File: config.mk
export PLATFORM = sky130hd
export DESIGN_NAME = line_pixel_generator_core
export DESIGN_NICKNAME = d
export VERILOG_FILES = /design/src/lpg_pkg.sv /design/src/line_pixel_generator_core.sv
export SDC_FILE = /design/constraint.sdc
export NUM_CORES = 1
export LEC_CHECK = 0
export BUFFER_PORTS_ARGS = -buffer_cell sky130_fd_sc_hd__buf_2
export CORE_MARGIN = 5
export CORE_UTILIZATION = 35
export CTS_CLUSTER_SIZE = 30
export DETAILED_ROUTE_END_ITERATION = 10
export HOLD_SLACK_MARGIN = 0.03
export PLACE_DENSITY = 0.51
export SYNTH_ARGS = -nofsm -noshare
export SYNTH_HDL_FRONTEND = slang
export SYNTH_SLANG_ARGS = --single-unit
File: constraint.sdc
create_clock -name clk_i -period 6.6 [get_ports clk_i]
set_input_delay 1.32 -clock clk_i [delete_from_list [all_inputs] [get_ports clk_i]]
set_output_delay 1.32 -clock clk_i [all_outputs]
set_load 0.02 [all_outputs]
File: src/lpg_pkg.sv
// ----------------------------------------------------------------------------
// lpg_pkg
// Shared widths, types and request codes for the line pixel generator.
// ----------------------------------------------------------------------------
package lpg_pkg;

  // Coordinate and palette widths
  localparam int unsigned COORD_BITS = 10;
  localparam int unsigned COLOR_BITS = 8;

  typedef logic [COORD_BITS-1:0] coord_t;
  typedef logic [COORD_BITS:0]   coord_ext_t;
  typedef logic [COLOR_BITS-1:0] color_t;

  // Request kinds
  typedef enum logic [0:0] {
    KIND_START = 1'b0,
    KIND_STEP  = 1'b1
  } kind_e;

endpackage

File: src/line_pixel_generator_core.sv
// ----------------------------------------------------------------------------
// line_pixel_generator_core
// Exact integer line walker: a start request loads two endpoints and a color,
// each step request emits one pixel with a last marker.
// ----------------------------------------------------------------------------
// Unless stalled, the core takes one request per clock and returns each pixel
// in the cycle after its step request is accepted. A start request loads the
// walker registers and emits nothing; a step request while a line is active
// emits the current pixel and advances the walker; a step while idle is
// dropped. The end point is not drawn, and equal endpoints give a single
// pixel. The walker advance (one add, compare and subtract on the remainder)
// sits in the feedback path of the walker registers, while the pixel result
// register takes the current position straight from them, so the sustained
// rate is one request per cycle while unstalled. in_stall_o rises only while a
// pixel sits in the result register and the consumer stalls it.
module line_pixel_generator_core (
  input  logic             clk_i,
  input  logic             rst_ni,
  // request channel
  input  logic             in_valid_i,
  output logic             in_stall_o,
  input  logic             kind_i,
  input  lpg_pkg::coord_t  x_start_i,
  input  lpg_pkg::coord_t  y_start_i,
  input  lpg_pkg::coord_t  x_end_i,
  input  lpg_pkg::coord_t  y_end_i,
  input  lpg_pkg::color_t  color_i,
  // pixel channel
  output logic             out_valid_o,
  input  logic             out_stall_i,
  output lpg_pkg::coord_t  pixel_x_o,
  output lpg_pkg::coord_t  pixel_y_o,
  output lpg_pkg::color_t  pixel_color_o,
  output logic             last_pixel_o
);
  import lpg_pkg::*;

  // walker state
  logic       active_q,     active_d;
  logic       x_major_q,    x_major_d;
  coord_t     cur_x_q,      cur_x_d;
  coord_t     cur_y_q,      cur_y_d;
  coord_t     steps_q,      steps_d;
  coord_t     major_q,      major_d;
  coord_t     minor_q,      minor_d;
  coord_t     rem_q,        rem_d;
  logic       x_down_q,     x_down_d;
  logic       y_down_q,     y_down_d;
  color_t     color_q,      color_d;

  // result register
  logic       out_valid_q,  out_valid_d;
  coord_t     pix_x_q;
  coord_t     pix_y_q;
  color_t     pix_color_q;
  logic       pix_last_q;

  logic       in_acc;
  logic       out_acc;
  logic       start_req;
  logic       step_fire;
  logic       last_step;

  // start decode
  logic       sx_down, sy_down;
  coord_t     span_x, span_y;
  logic       sx_major;
  coord_t     s_major, s_minor;

  // advance
  logic       minor_down;
  logic       minor_step;
  coord_ext_t rem_up;
  coord_t     rem_wrap;
  coord_t     adv_rem;
  coord_t     adv_x, adv_y;

  // Handshakes: hold requests only while a pixel waits and is stalled
  assign in_stall_o = out_valid_q && out_stall_i;
  assign in_acc     = in_valid_i && !in_stall_o;
  assign out_acc    = out_valid_q && !out_stall_i;
  assign start_req  = in_acc && (kind_i == KIND_START);
  assign step_fire  = in_acc && (kind_i == KIND_STEP) && active_q;
  assign last_step  = (steps_q <= coord_t'(1));

  // Decode a new line's spans and directions
  always_comb begin
    sx_down  = x_start_i > x_end_i;
    sy_down  = y_start_i > y_end_i;
    span_x   = sx_down ? (x_start_i - x_end_i) : (x_end_i - x_start_i);
    span_y   = sy_down ? (y_start_i - y_end_i) : (y_end_i - y_start_i);
    sx_major = span_x > span_y;
    s_major  = sx_major ? span_x : span_y;
    s_minor  = sx_major ? span_y : span_x;
  end

  // Advance the remainder accumulator and both coordinates by one pixel
  always_comb begin
    minor_down = x_major_q ? y_down_q : x_down_q;
    rem_up     = {1'b0, rem_q} + {1'b0, minor_q};
    // wraps in between, lands below the major span when the minor steps
    rem_wrap   = rem_q + major_q - minor_q;
    if (minor_down) begin
      minor_step = minor_q > rem_q;
      adv_rem    = minor_step ? rem_wrap : (rem_q - minor_q);
    end else begin
      minor_step = rem_up >= {1'b0, major_q};
      adv_rem    = minor_step ? coord_t'(rem_up - {1'b0, major_q})
                              : rem_up[COORD_BITS-1:0];
    end
    adv_x = cur_x_q;
    adv_y = cur_y_q;
    if (x_major_q || minor_step) begin
      adv_x = x_down_q ? (cur_x_q - coord_t'(1)) : (cur_x_q + coord_t'(1));
    end
    if (!x_major_q || minor_step) begin
      adv_y = y_down_q ? (cur_y_q - coord_t'(1)) : (cur_y_q + coord_t'(1));
    end
  end

  // Walker next state: load on start, advance on step
  always_comb begin
    active_d  = active_q;
    x_major_d = x_major_q;
    cur_x_d   = cur_x_q;
    cur_y_d   = cur_y_q;
    steps_d   = steps_q;
    major_d   = major_q;
    minor_d   = minor_q;
    rem_d     = rem_q;
    x_down_d  = x_down_q;
    y_down_d  = y_down_q;
    color_d   = color_q;
    priority if (start_req) begin
      active_d  = 1'b1;
      x_major_d = sx_major;
      cur_x_d   = x_start_i;
      cur_y_d   = y_start_i;
      steps_d   = (s_major == '0) ? coord_t'(1) : s_major;
      major_d   = s_major;
      minor_d   = s_minor;
      rem_d     = '0;
      x_down_d  = sx_down;
      y_down_d  = sy_down;
      color_d   = color_i;
    end else if (step_fire && last_step) begin
      active_d = 1'b0;
      steps_d  = '0;
    end else if (step_fire) begin
      steps_d = steps_q - coord_t'(1);
      rem_d   = adv_rem;
      cur_x_d = adv_x;
      cur_y_d = adv_y;
    end
  end

  // Result valid: set on an emitted pixel, drop when taken
  always_comb begin
    out_valid_d = out_valid_q;
    priority if (step_fire) begin
      out_valid_d = 1'b1;
    end else if (out_acc) begin
      out_valid_d = 1'b0;
    end
  end

  // Control and walker registers
  always_ff @(posedge clk_i or negedge rst_ni) begin
    if (!rst_ni) begin
      active_q    <= 1'b0;
      x_major_q   <= 1'b0;
      cur_x_q     <= '0;
      cur_y_q     <= '0;
      steps_q     <= '0;
      major_q     <= '0;
      minor_q     <= '0;
      rem_q       <= '0;
      x_down_q    <= 1'b0;
      y_down_q    <= 1'b0;
      color_q     <= '0;
      out_valid_q <= 1'b0;
    end else begin
      active_q    <= active_d;
      x_major_q   <= x_major_d;
      cur_x_q     <= cur_x_d;
      cur_y_q     <= cur_y_d;
      steps_q     <= steps_d;
      major_q     <= major_d;
      minor_q     <= minor_d;
      rem_q       <= rem_d;
      x_down_q    <= x_down_d;
      y_down_q    <= y_down_d;
      color_q     <= color_d;
      out_valid_q <= out_valid_d;
    end
  end

  // Pixel payload register
  always_ff @(posedge clk_i) begin
    if (step_fire) begin
      pix_x_q     <= cur_x_q;
      pix_y_q     <= cur_y_q;
      pix_color_q <= color_q;
      pix_last_q  <= last_step;
    end
  end

  assign out_valid_o   = out_valid_q;
  assign pixel_x_o     = pix_x_q;
  assign pixel_y_o     = pix_y_q;
  assign pixel_color_o = pix_color_q;
  assign last_pixel_o  = pix_last_q;

`ifndef SYNTHESIS
  // Remainder stays below the major span on an active line
  a_rem_bound: assert property (@(posedge clk_i) disable iff (!rst_ni)
    active_q |-> (rem_q < major_q || major_q == '0))
    else $error("remainder accumulator out of range");

  // Minor span never exceeds the major span
  a_span_order: assert property (@(posedge clk_i) disable iff (!rst_ni)
    active_q |-> (minor_q <= major_q))
    else $error("minor span exceeds major span");

  // The final pixel closes the line
  a_last_closes: assert property (@(posedge clk_i) disable iff (!rst_ni)
    (step_fire && last_step) |=> (!active_q && out_valid_q && pix_last_q))
    else $error("line still active after its last pixel");

  // An emitted pixel lands in the result register
  a_step_emits: assert property (@(posedge clk_i) disable iff (!rst_ni)
    step_fire |=> out_valid_q)
    else $error("step request produced no pixel");

  // An active line always has at least one step left
  a_steps_nonzero: assert property (@(posedge clk_i) disable iff (!rst_ni)
    active_q |-> (steps_q != '0))
    else $error("active line with no steps left");
`endif

endmodule

### Yosys cells after proc, flatten, opt, wreduce, memory -nomap -nowiden

Cells that the tools add are included.

* flip-flop bits (word level): 102
* input bits: 53
* output and inout port bits: 31
* word-level logic and storage cells: 90

* add/sub/neg operators: 14
* order comparisons: 6
* eq/ne operators: 1
* multiplexer cells: 30
* bitwise operators: 1
* reductions and logical operators: 22

Operators by type and width (number)
* $mux W10: 24
* $sub A10 B10 Y10: 7
* $gt A10 B10 Y1: 4
* $sub A10 B1 Y10 const B: 3
* $add A10 B1 Y10 const B: 2
* $add A10 B10 Y11: 1
* $ge A11 B10 Y1: 1
* $add A10 B10 Y10: 1
* $le A10 B1 Y1 const B: 1
* $logic_not A10 Y1: 1
* $reduce_bool A2 Y1: 5
* $logic_and A1 B1 Y1: 7
* $mux W1: 6
* $reduce_and A3 Y1: 2
* $logic_not A1 Y1: 3
* $reduce_bool A3 Y1: 1
* $logic_or A1 B1 Y1: 2
* $ne A2 B2 Y1 const B: 1
* $reduce_and A2 Y1: 1
* $not A1 Y1: 1

### Depth between registers and ports, before layout

Gate-level depths: netlist of run 1.

* depth after elaboration: 8
* gate-level depth with buffers: 22
* depth with buffers taken out: 21

### Least setup slack after synthesis of run 1

No wires, ideal clock.

* path type: in2reg
* from: in y_start_i[0]
* to: reg steps_q[0]
* library setup time: 76 ps
* arrival time: 5694 ps
* data required time: 6524 ps
* setup slack: 830 ps
* cell stages on the path: 22
* path buffers: 2
* cells stage by stage: inv_1 > ha_1 > fa_1 > nand2b_1 > a21o_1 > and3_4 > o41ai_4 > o211ai_1 > and3_1 > or2_2 > inv_1 > ha_1 > and4_1 > nand4_1 > o21ai_0 > nor2_1 > clkbuf_1 > clkbuf_1 > nand2_1 > o31ai_1 > nand3_1 > o21ai_1

* longest elaborated chain between the ends: 7
* elaborated cells between the ends (all ways): 9
* classes of those cells: 2 x add/sub; 2 x order compare; 4 x mux; 1 x reduce/logical

Ends and longest elaborated chain
* from (decl): line line_pixel_generator_core.sv:24 `input lpg_pkg::coord_t y_start_i,`
* $sub A10 B10 Y10 or $gt A10 B10 Y1 (tied branches): line line_pixel_generator_core.sv:91, line_pixel_generator_core.sv:89
* $mux W10 (*): line line_pixel_generator_core.sv:91 `span_y = sy_down ? (y_start_i - y_end_i) : (y_end_i - y_start_i);`
* $gt A10 B10 Y1: line line_pixel_generator_core.sv:92 `sx_major = span_x > span_y;`
* $mux W10 (*): line line_pixel_generator_core.sv:93 `s_major = sx_major ? span_x : span_y;`
* $logic_not A10 Y1: line line_pixel_generator_core.sv:139 `steps_d = (s_major == '0) ? coord_t'(1) : s_major;`
* $mux W10 (*): line line_pixel_generator_core.sv:139
* $mux W10 (*): line line_pixel_generator_core.sv:134 `priority if (start_req) begin`
* to (signal assigned): line line_pixel_generator_core.sv:187 `steps_q <= steps_d;`
* to (decl): line line_pixel_generator_core.sv:43 `coord_t steps_q, steps_d;`

Every way passes the cells marked *; elsewhere a longest branch is shown, timed or not.
A chain may end at the register's enable or synchronous reset.

### Final worst setup path of run 1

Same ends and word-level chain as after synthesis.

==> results of run 1 <==
-- power breakdown --
group          switching, uW  total (uW)  internal, uW  leakage (uW)
combinational           2150        3700          1550       0.00358
clock                    261         563           303      0.000148
sequential               203        1080           878       0.00116
-- worst paths after layout --
path,slack (ns),end,cells after the start
hold / removal,0.45,pixel_color_o[3],0
hold reg to reg,0.45,pixel_color_o[3],0
min in group asynchronous,1.12,out_valid_o,1
setup / recovery,0.84,steps_q[0],21
setup reg to reg,2.25,cur_y_q[4],17
max in group asynchronous,4.81,rem_q[7],1
-- sequential cells by signal, indices dropped and copies added, names as in the netlist, 8 cells and up --
register and cells:
steps_q 10, pixel_color_o 8, pixel_x_o 10, pixel_y_o 10, major_q 10, cur_x_q 10, cur_y_q 10, color_q 8
minor_q 10, rem_q 10
-- logic make-up after synthesis --
group | count (synthesis) | share of synthesized area
buffers and inverters | 181 | 0.07484
DFF | 102 | 0.2876
muxes | 22 | 0.02455
AOI/OAI and AO/OA | 324 | 0.2247
adders and majority gates | 123 | 0.1785
and+or+nand+nor | 319 | 0.1678
xor gates and xnor gates | 45 | 0.04202
-- stage by stage --
step           area, sq um  setup WS, ns
6_report             10460        0.8366
5_1_grt              10460        0.5387
4_1_cts              10460        0.8128
3_5_place_dp         10150        0.4614
3_3_place_gp         10150        0.5512
2_1_floorplan         9379        0.8300
-- per-layer routing --
layer | routed length, microns | vias to the layer above
li1 | - | 4093
met2 | 12280 | 207
met4 | 325 | 2
met5 | 13 | -
met3 | 1539 | 26
met1 | 12590 | 3893
-- area by class of cell --
cell class / instances / area (sq um)
clock buffers: 10 / 229.0
clock inverters: 6 / 82.58
fillers: 2724 / 16190
inverters: 136 / 510.5
multi-input cells: 833 / 5984
flip-flops and latches: 102 / 2698
well taps: 341 / 426.7
repair buffers: 98 / 530.5
-- placed cells by master (no fill, tap or decap), types with 15 or more instances in the layout --
cell type,count
o211ai_1,17
ha_1,105
nand2_1,87
inv_1,133
a21oi_1,73
nor2b_1,20
nand2b_1,16
nand3_1,27
buf_2,82
dfrtp_1,73
and3_1,16
fa_1,18
xnor2_1,32
nor2_1,68
a21o_1,20
o21ai_0,90
a31oi_1,15
nor3_1,31
buf_4,16
edfxtp_1,29
mux2i_1,17
==> results.cfg, run 1 <==
[die]
num_rows = 60
ios = 84
coreArea_sq_um = 26650
fp.dieW_microns = 173.7
start_util = 0.3519
die_y_microns = 173.7
fp.dieArea_sq_um = 30170

[pwr]
power.total_uw = 5350
ir_drop_mv = 0.2090
p_leak_uw = 0.004884
cellPowerDensity_nw_per_um2 = 511.4

[sta]
slew_headroom = 0.3264
setup_violations = 0
hold_viol = 0
period_minus_slack_ns = 5.763
tns_ns = 0
finalCritPeriodShare = 0.8732
holdWs_ns = 0.4470
rsz0062_at_grt = no
worstMarginPinSlew_ns = 1.010
slew_violations = 0
fin_worst_skew_ns = 0.008040
fmax_ghz = 0.1735

[yosys]
seq_area_frac_synth = 0.2876
synth_edf_count = 29
synthTopCellsByArea = dfrtp_1 19%, ha_1 14%, edfxtp_1 9.3%, inv_1 5.3%, o21ai_0 4.8%
synth_most_common_cell = inv_1
synth_cell_types = 76
yosysTopAreaCell = dfrtp_1
yosysTopAreaCellShare = 0.1948
syn_inst = 1116
ys.flop_type = dfrtp_1
yosysWarnings = 0
synthTopCellsByCount = 133 x inv_1, 105 x ha_1, 90 x o21ai_0, 87 x nand2_1
synth_seq_cells = 102
avgSynthCellArea_sq_um = 8.404
synth_nets = 1292
synthArstFlopShare = 0.7157
syn_area_sq_um = 9379

[critical_path]
cp_data_arrival_time_ns = 6.04
max_stage_delay_ns = 0.47
cp-end-kind = flop
cp_top_family = compound AO/OA/AOI/OAI gates
crit_chain = buf_2, inv_1, ha_1, fa_1, nand2b_1, a21o_1, and3_4, o41ai_4, buf_4, nand3_1, a21boi_0, nor2_1, ha_1, and4_1, o21a_1, a2111oi_0, nor2_2, buf_4, o31ai_1, nand4bb_1, o21ai_1
cp_num_buf_inv = 4
cp-start-kind = primary input
worstSetupStartpoint = y_start_i[0]
rr_startpoint = minor_q[1]
critPathRequiredTime_ns = 6.88
slowest_stage = a2111oi_0
worst-path-max-fanout = 13
path_class = primary input to flop

[detailed_routing]
first_pass_iters = 5
post-route-drc-count = 0
ant_nets = 0
wirelength_microns = 26750
avgViaCountPerCell = 5.387
dr_total_vias = 8221
drt_iter0_drc = 630
wl_per_cell_microns = 17.53

[global_route]
grt_use_met2 = 0.2849
antenna_found_initial = 1
grt_pass1_vias = 7809
grt_pass1_wl_microns = 43060
met3_usage = 0.03490
use_met1 = 0.2458
grt.total_usage = 0.1758
top_usage_layer = met2
gr-total-overflow = 0
grt_start_max_net_pins = 74

[run_status]
status = completed

[cts]
cts_buffers = 9
clock_path_buffers = 2
cts_tree = done
cts_resized = 0
cts_root_buf = clkbuf_16
cts.clk_slew.worst_paths_ns = 0.07
clk_latency_ns = 0.35
htreeDepth = 3
cts.sinks = 102
cts_hold_buf = 0
post_cts_buffers = 0

[placement]
dp.cells = 1510
hpwl_microns = 20990
place_congestion = 0.8893
numPortBuffers = 83

[finish]
drive_above_1_share = 0.1165
diodes = 0
syn2layout_area_growth_pct = 11.54
stdcell_count = 1526
post-route-util = 0.3925
layout.nets = 1356

[worst_hold_path]
min_path_type = flop to flop
hold_start = color_q[3]

[run]
drv_cap = 0
Power figures use the tool's default switching activity.
==> inputs of run 2 (changes only) <==
--- a/config.mk
+++ b/config.mk
@@ -6,12 +6,14 @@
 export NUM_CORES = 1
 export LEC_CHECK = 0
 export BUFFER_PORTS_ARGS = -buffer_cell sky130_fd_sc_hd__buf_2
+export CELL_PAD_IN_SITES_DETAIL_PLACEMENT = 1
+export CELL_PAD_IN_SITES_GLOBAL_PLACEMENT = 1
 export CORE_MARGIN = 5
 export CORE_UTILIZATION = 35
 export CTS_CLUSTER_SIZE = 30
 export DETAILED_ROUTE_END_ITERATION = 10
 export HOLD_SLACK_MARGIN = 0.03
-export PLACE_DENSITY = 0.51
+export PLACE_DENSITY = 0.63
 export SYNTH_ARGS = -nofsm -noshare
 export SYNTH_HDL_FRONTEND = slang
 export SYNTH_SLANG_ARGS = --single-unit
==> run 2 against run 1 <==
Effect of this change: die area unchanged; final cell count rose by 0.13%; clock skew is 0.0029 ns higher; first-iteration DRC count down 50%; routed wire length is 11% higher; power is 1.2% higher; core utilization is essentially flat; flip-flop and latch count unchanged; fmax is 3.7% lower; register-to-register slack lost 0.59 ns.
==> results.cfg, run 2 (synthesized netlist as in run 1, its figures left out) <==
[critical_path]
critPathRequiredTime_ns = 6.89
path_class = primary input to flop
cp_common_cell = a21o_1
crit_chain = buf_2, inv_1, ha_1, fa_1, nand2b_1, a21o_1, and3_4, o41a_4, o22ai_1, a21oi_1, or2_2, inv_1, ha_1, a21o_1, a21o_1, a2111oi_0, nor2_2, buf_4, a211oi_1, o22ai_1, nand4bb_1, o21ai_1
cp-start-kind = primary input
max_stage_delay_ns = 0.54
worst-path-max-fanout = 17
cp_num_buf_inv = 4
cp-end-kind = flop
slowest_stage = o41a_4
r2r_slack_ns = 1.66
cp_top_family = compound AO/OA/AOI/OAI gates
cp_data_arrival_time_ns = 6.27

[finish]
multi_input_area_sq_um = 5989
diodes = 0
regArea_sq_um = 2698
fill_cells = 3196
final_cell_mix = 133 x inv_1, 105 x ha_1, 90 x o21ai_0
syn2layout_area_growth_pct = 11.45
drive_above_1_share = 0.1171
layout.nets = 1358
final_common_cell = inv_1

[detailed_routing]
post-route-drc-count = 0
dr_total_vias = 8347
wl_per_cell_microns = 19.40
avgViaCountPerCell = 5.463
drt_iter0_drc = 314
wirelength_microns = 29650
first_pass_iters = 4
ant_nets = 0

[sta]
tns_ns = 0
setup_ws_ns = 0.6159
setup_violations = 0
worstMarginPinSlew_ns = 1.287
fin_worst_skew_ns = 0.01092
slew_violations = 0
finalCritPeriodShare = 0.9067
hold_viol = 0
rsz0062_at_grt = no
slew_headroom = 0.1346
fmax_ghz = 0.1671
period_minus_slack_ns = 5.984

[cts]
htreeDepth = 3
cts_tree = done
cts_buffers = 9
cts_root_buf = clkbuf_16
post_cts_buffers = 0
clock_path_buffers = 2
cts_resized = 0
cts_hold_buf = 0
cts.clk_slew.worst_paths_ns = 0.07
cts.sinks = 102
clk_latency_ns = 0.36

[global_route]
met3_usage = 0.02901
gr-total-overflow = 0
grt_use_met2 = 0.3190
antenna_found_initial = 3
grt.total_usage = 0.1939
use_met1 = 0.2713
grt_pass1_vias = 8645
grt_pass1_wl_microns = 47340
grt_start_max_net_pins = 74
top_usage_layer = met2

[die]
fp.dieArea_sq_um = 30170
num_rows = 60
die_y_microns = 173.7
ios = 84
fp.dieW_microns = 173.7
coreArea_sq_um = 26650
start_util = 0.3519

[pwr]
p_leak_uw = 0.004886
clockPowerShare = 0.097
p_seq_frac = 0.201
p_sw_uw = 2702
cellPowerDensity_nw_per_um2 = 518.0
power_frac_comb = 0.702
ir_drop_mv = 0.1772
swShare = 0.4990
p_int_uw = 2713

[placement]
place_congestion = 0.8166
dp_slack_ns = 0.2650
numPortBuffers = 83
hpwl_microns = 23130

[run]
drv_cap = 0

[run_status]
status = completed

[worst_hold_path]
min_path_type = flop to flop
## run 2: changes by cell type in the layout (fill, tap and decap cells not counted), sizes merged
cell and delta:
clkinv +2, clkbuf -1, bufinv -1, inv +1, clkinvlp -1, buf +2
## run 2: path summary, 6_finish.rpt
kind,from,to,cells after the start
max in group asynchronous,rst_ni,rem_q[5],1
hold reg to reg,color_q[5],pixel_color_o[5],0
setup / recovery,y_start_i[0],steps_q[0],22
min in group asynchronous,rst_ni,cur_x_q[5],1
hold / removal,color_q[5],pixel_color_o[5],0
setup reg to reg,minor_q[1],cur_y_q[5],16
## run 2: per-stage QoR
stage          utilization  instances  area, sq um  hold slack [ns]  power (uW)
2_1_floorplan            -       1116         9379           0.4248        3915
5_1_grt             0.3922       1528        10450           0.4531        5966
4_1_cts             0.3922       1528        10450           0.4509        5471
3_3_place_gp        0.3816       1512        10170           0.4262        4851
3_5_place_dp        0.3816       1512        10170           0.4333        4907
6_report            0.3922       1528        10450           0.4523        5415
## run 2: area by class of cell
type | count | area share
multi-input combinational | 833 | 0.5730
sequential | 102 | 0.2581
clock inverter | 7 | 0.005506
inverter | 136 | 0.04884
clock buffer | 9 | 0.02155
timing repair buffer | 100 | 0.05219
tap | 341 | 0.04082
## run 2: metal layers
metal / wire (microns) / vias up / part of all wire
met5: 41 / - / 0.0014
met3: 1061 / 35 / 0.036
met2: 13620 / 122 / 0.46
li1: - / 4084 / -
met4: 413 / 6 / 0.014
met1: 14510 / 4100 / 0.49
## run 2: power by group through the flow
stage                     Combinational (uW)  Clock, uW  Sequential (uW)
after floorplan                         2860          0             1050
after global placement                  3760          0             1090
after detailed placement                3810          0             1100
after CTS                               3840        544             1090
after global routing                    4280        565             1120
final                                   3800        526             1090
## run 2: worst register-to-register path, cell delays in order (launching register included)
cell,delay (ns)
dfrtp_1,0.49
inv_1,0.11
ha_1,0.30
nand2b_1,0.10
a21oi_1,0.09
o21bai_1,0.17
a21oi_1,0.14
o41a_1,0.38
a221o_1,0.33
xnor2_1,0.16
ha_1,0.20
a211oi_1,0.25
o31ai_1,0.15
a31o_2,0.33
o31ai_1,1.09
nor3_1,0.21
a221o_1,0.33
==> inputs of run 3 (changes only) <==
--- a/config.mk
+++ b/config.mk
@@ -5,6 +5,7 @@
 export SDC_FILE = /design/constraint.sdc
 export NUM_CORES = 1
 export LEC_CHECK = 0
+export ABC_AREA = 1
 export BUFFER_PORTS_ARGS = -buffer_cell sky130_fd_sc_hd__buf_2
 export CELL_PAD_IN_SITES_DETAIL_PLACEMENT = 1
 export CELL_PAD_IN_SITES_GLOBAL_PLACEMENT = 1
@@ -13,7 +14,7 @@
 export CTS_CLUSTER_SIZE = 30
 export DETAILED_ROUTE_END_ITERATION = 10
 export HOLD_SLACK_MARGIN = 0.03
-export PLACE_DENSITY = 0.63
+export PLACE_DENSITY = 0.65
 export SYNTH_ARGS = -nofsm -noshare
 export SYNTH_HDL_FRONTEND = slang
 export SYNTH_SLANG_ARGS = --single-unit
==> run 3 against run 2 <==
Effect of this change: first-iteration DRC count rose by 67%; flip-flop and latch count unchanged; core utilization fell by 0.24 points; largest cell class unchanged; highest routed layer unchanged.
==> results.cfg, run 3 <==
[critical_path]
reg2reg_to = rem_q[8]
worstSetupStartpoint = y_start_i[5]
path_class = primary input to flop
cp-start-kind = primary input
cp_data_arrival_time_ns = 5.29
rr_startpoint = minor_q[2]
worst-path-max-fanout = 13
critPathRequiredTime_ns = 6.87
crit_path_end = minor_q[1]
r2r_slack_ns = 2.32
r2r_cells = 20
cp-end-kind = flop

[die]
die_y_microns = 179.2
ios = 84
coreArea_sq_um = 28470
num_rows = 62
fp.dieArea_sq_um = 32110
start_util = 0.3520
fp.dieW_microns = 179.2

[cts]
clock_path_buffers = 2
cts_resized = 0
clk_latency_ns = 0.36
cts_tree = done
cts.sinks = 102
cts.clk_slew.worst_paths_ns = 0.08
htreeDepth = 3
cts_hold_buf = 0
post_cts_buffers = 0
cts_root_buf = clkbuf_16
cts_buffers = 9

[yosys]
seq_area_frac_synth = 0.2692
syn_inst = 1416
synthArstFlopShare = 0.7157
synthTopCellsByCount = 427 x nand2_1, 220 x inv_1, 114 x nand3_1, 105 x ha_1, 73 x dfrtp_1
synth_cell_types = 51
syn_area_sq_um = 10020
yosysTopAreaCellShare = 0.1823
synth_edf_count = 29
synth_seq_cells = 102
avgSynthCellArea_sq_um = 7.077
synth_most_common_cell = nand2_1
ys.flop_type = dfrtp_1
yosysWarnings = 0
synth_nets = 1592
yosysTopAreaCell = dfrtp_1
synthTopCellsByArea = dfrtp_1 18%, nand2_1 16%, ha_1 13%, edfxtp_1 8.7%, inv_1 8.2%

[detailed_routing]
dr_total_vias = 9411
ant_nets = 0
drt_iter0_drc = 523
post-route-drc-count = 0
wl_per_cell_microns = 17.73
wirelength_microns = 33280
first_pass_iters = 4
avgViaCountPerCell = 5.014

[placement]
place_congestion = 0.9308
hpwl_microns = 27630
numPortBuffers = 83

[pwr]
ir_drop_mv = 0.1952
swShare = 0.5515
power_frac_comb = 0.715
p_sw_uw = 3182
power.total_uw = 5769
p_leak_uw = 0.005878
p_int_uw = 2587
cellPowerDensity_nw_per_um2 = 519.9
p_seq_frac = 0.189
clockPowerShare = 0.096

[finish]
final_common_cell = nand2_1
syn2layout_area_growth_pct = 10.74
fill_cells = 3742
diodes = 0
final_cell_mix = 427 x nand2_1, 220 x inv_1, 114 x nand3_1
drive_above_1_share = 0.09310
layout.nets = 1664

[sta]
fin_worst_skew_ns = 0.01110
hold_viol = 0
slew_headroom = 0.3196
finalCritPeriodShare = 0.7618
fmax_ghz = 0.1989
slew_violations = 0
tns_ns = 0
worstMarginPinSlew_ns = 1.021
rsz0062_at_grt = no
period_minus_slack_ns = 5.028
setup_violations = 0

[run]
drv_cap = 0

[worst_hold_path]
min_path_type = flop to flop

[run_status]
status = completed

[global_route]
grt_start_max_net_pins = 74
gr-total-overflow = 0
grt_pass1_wl_microns = 53300
antenna_found_initial = 1
grt_pass1_vias = 9809
grt.total_usage = 0.2124
[run 3: per-stage QoR]
stage            util  instances  hold WS (ns)  instance area, sq um  setup WS, ns
4_1_cts        0.3898       1877        0.4544                 11100         1.589
3_3_place_gp   0.3786       1861        0.4321                 10780         1.212
3_5_place_dp   0.3786       1861        0.4370                 10780         1.203
5_1_grt        0.3898       1877        0.4633                 11100         1.064
6_report       0.3898       1877        0.4478                 11100         1.572
2_1_floorplan       -       1416        0.4253                 10020         2.403
[run 3: final cells by class]
cell class,instances,area (sq um),share of cell area
Clock inverter,7,92.59,0.008344
Timing Repair Buffer,86,440.4,0.03969
Clock buffer,9,225.2,0.02030
Multi-Input combinational cell,1062,6306,0.5683
Sequential cell,102,2698,0.2431
Tap cell,384,480.5,0.04330
Inverter,227,854.6,0.07701
[run 3: logic make-up after synthesis]
kind of cell / after synthesis / share of synthesized area
buffers and inverters: 252 / 0.1026
xor gates and xnor gates: 56 / 0.04894
AOI/OAI and AO/OA: 193 / 0.1123
adders and majority gates: 123 / 0.1671
and+or+nand+nor: 690 / 0.2999
DFF: 102 / 0.2692
[run 3: power groups by stage]
stage / logic (uW) / registers [uW] / clock network [uW]
finish: 4120 / 1090 / 553
global route: 4640 / 1120 / 598
CTS: 4120 / 1090 / 574
detailed placement: 4080 / 1100 / 0
global placement: 4030 / 1100 / 0
floorplan: 3030 / 1040 / 0
[run 3: critical path, cell delays in order]
cell	delay (ns)
buf_2	0.09
inv_1	0.05
ha_1	0.40
a21oi_1	0.33
nand2_1	0.11
nand2_1	0.08
nand3_2	0.18
nand2_1	0.32
inv_1	0.11
nand2_1	0.08
nand2_1	0.10
inv_1	0.13
ha_1	0.26
a21o_1	0.16
nor2_1	0.12
nand3_1	0.09
nand2_1	0.31
inv_1	0.29
nor2_1	0.54
nand2_1	0.13
o221ai_1	0.09
[run 3: worst min-delay path by stage]
| stage | slack (ns) | depth (start not counted) | from | end |
|---|---|---|---|---|
| 6_report | 0.45 | 0 | color_q[0] | pixel_color_o[0] |
| 5_1_grt | 0.46 | 0 | color_q[0] | pixel_color_o[0] |
| 4_1_cts | 0.45 | 0 | color_q[0] | pixel_color_o[0] |
| 3_5_place_dp | 0.44 | 0 | color_q[5] | pixel_color_o[5] |
| 3_3_place_gp | 0.43 | 0 | color_q[7] | pixel_color_o[7] |
| 2_1_floorplan | 0.43 | 0 | color_q[0] | pixel_color_o[0] |
[run 3: layer usage]
metal / share of wire / vias up / track usage / routed length [microns]
met5: 0.00039 / - / 0 / 13
met4: 0.015 / 2 / 0.04919 / 515
met1: 0.49 / 4501 / 0.3052 / 16460
met3: 0.038 / 29 / 0.01982 / 1255
met2: 0.45 / 151 / 0.3461 / 15040
li1: - / 4728 / - / -
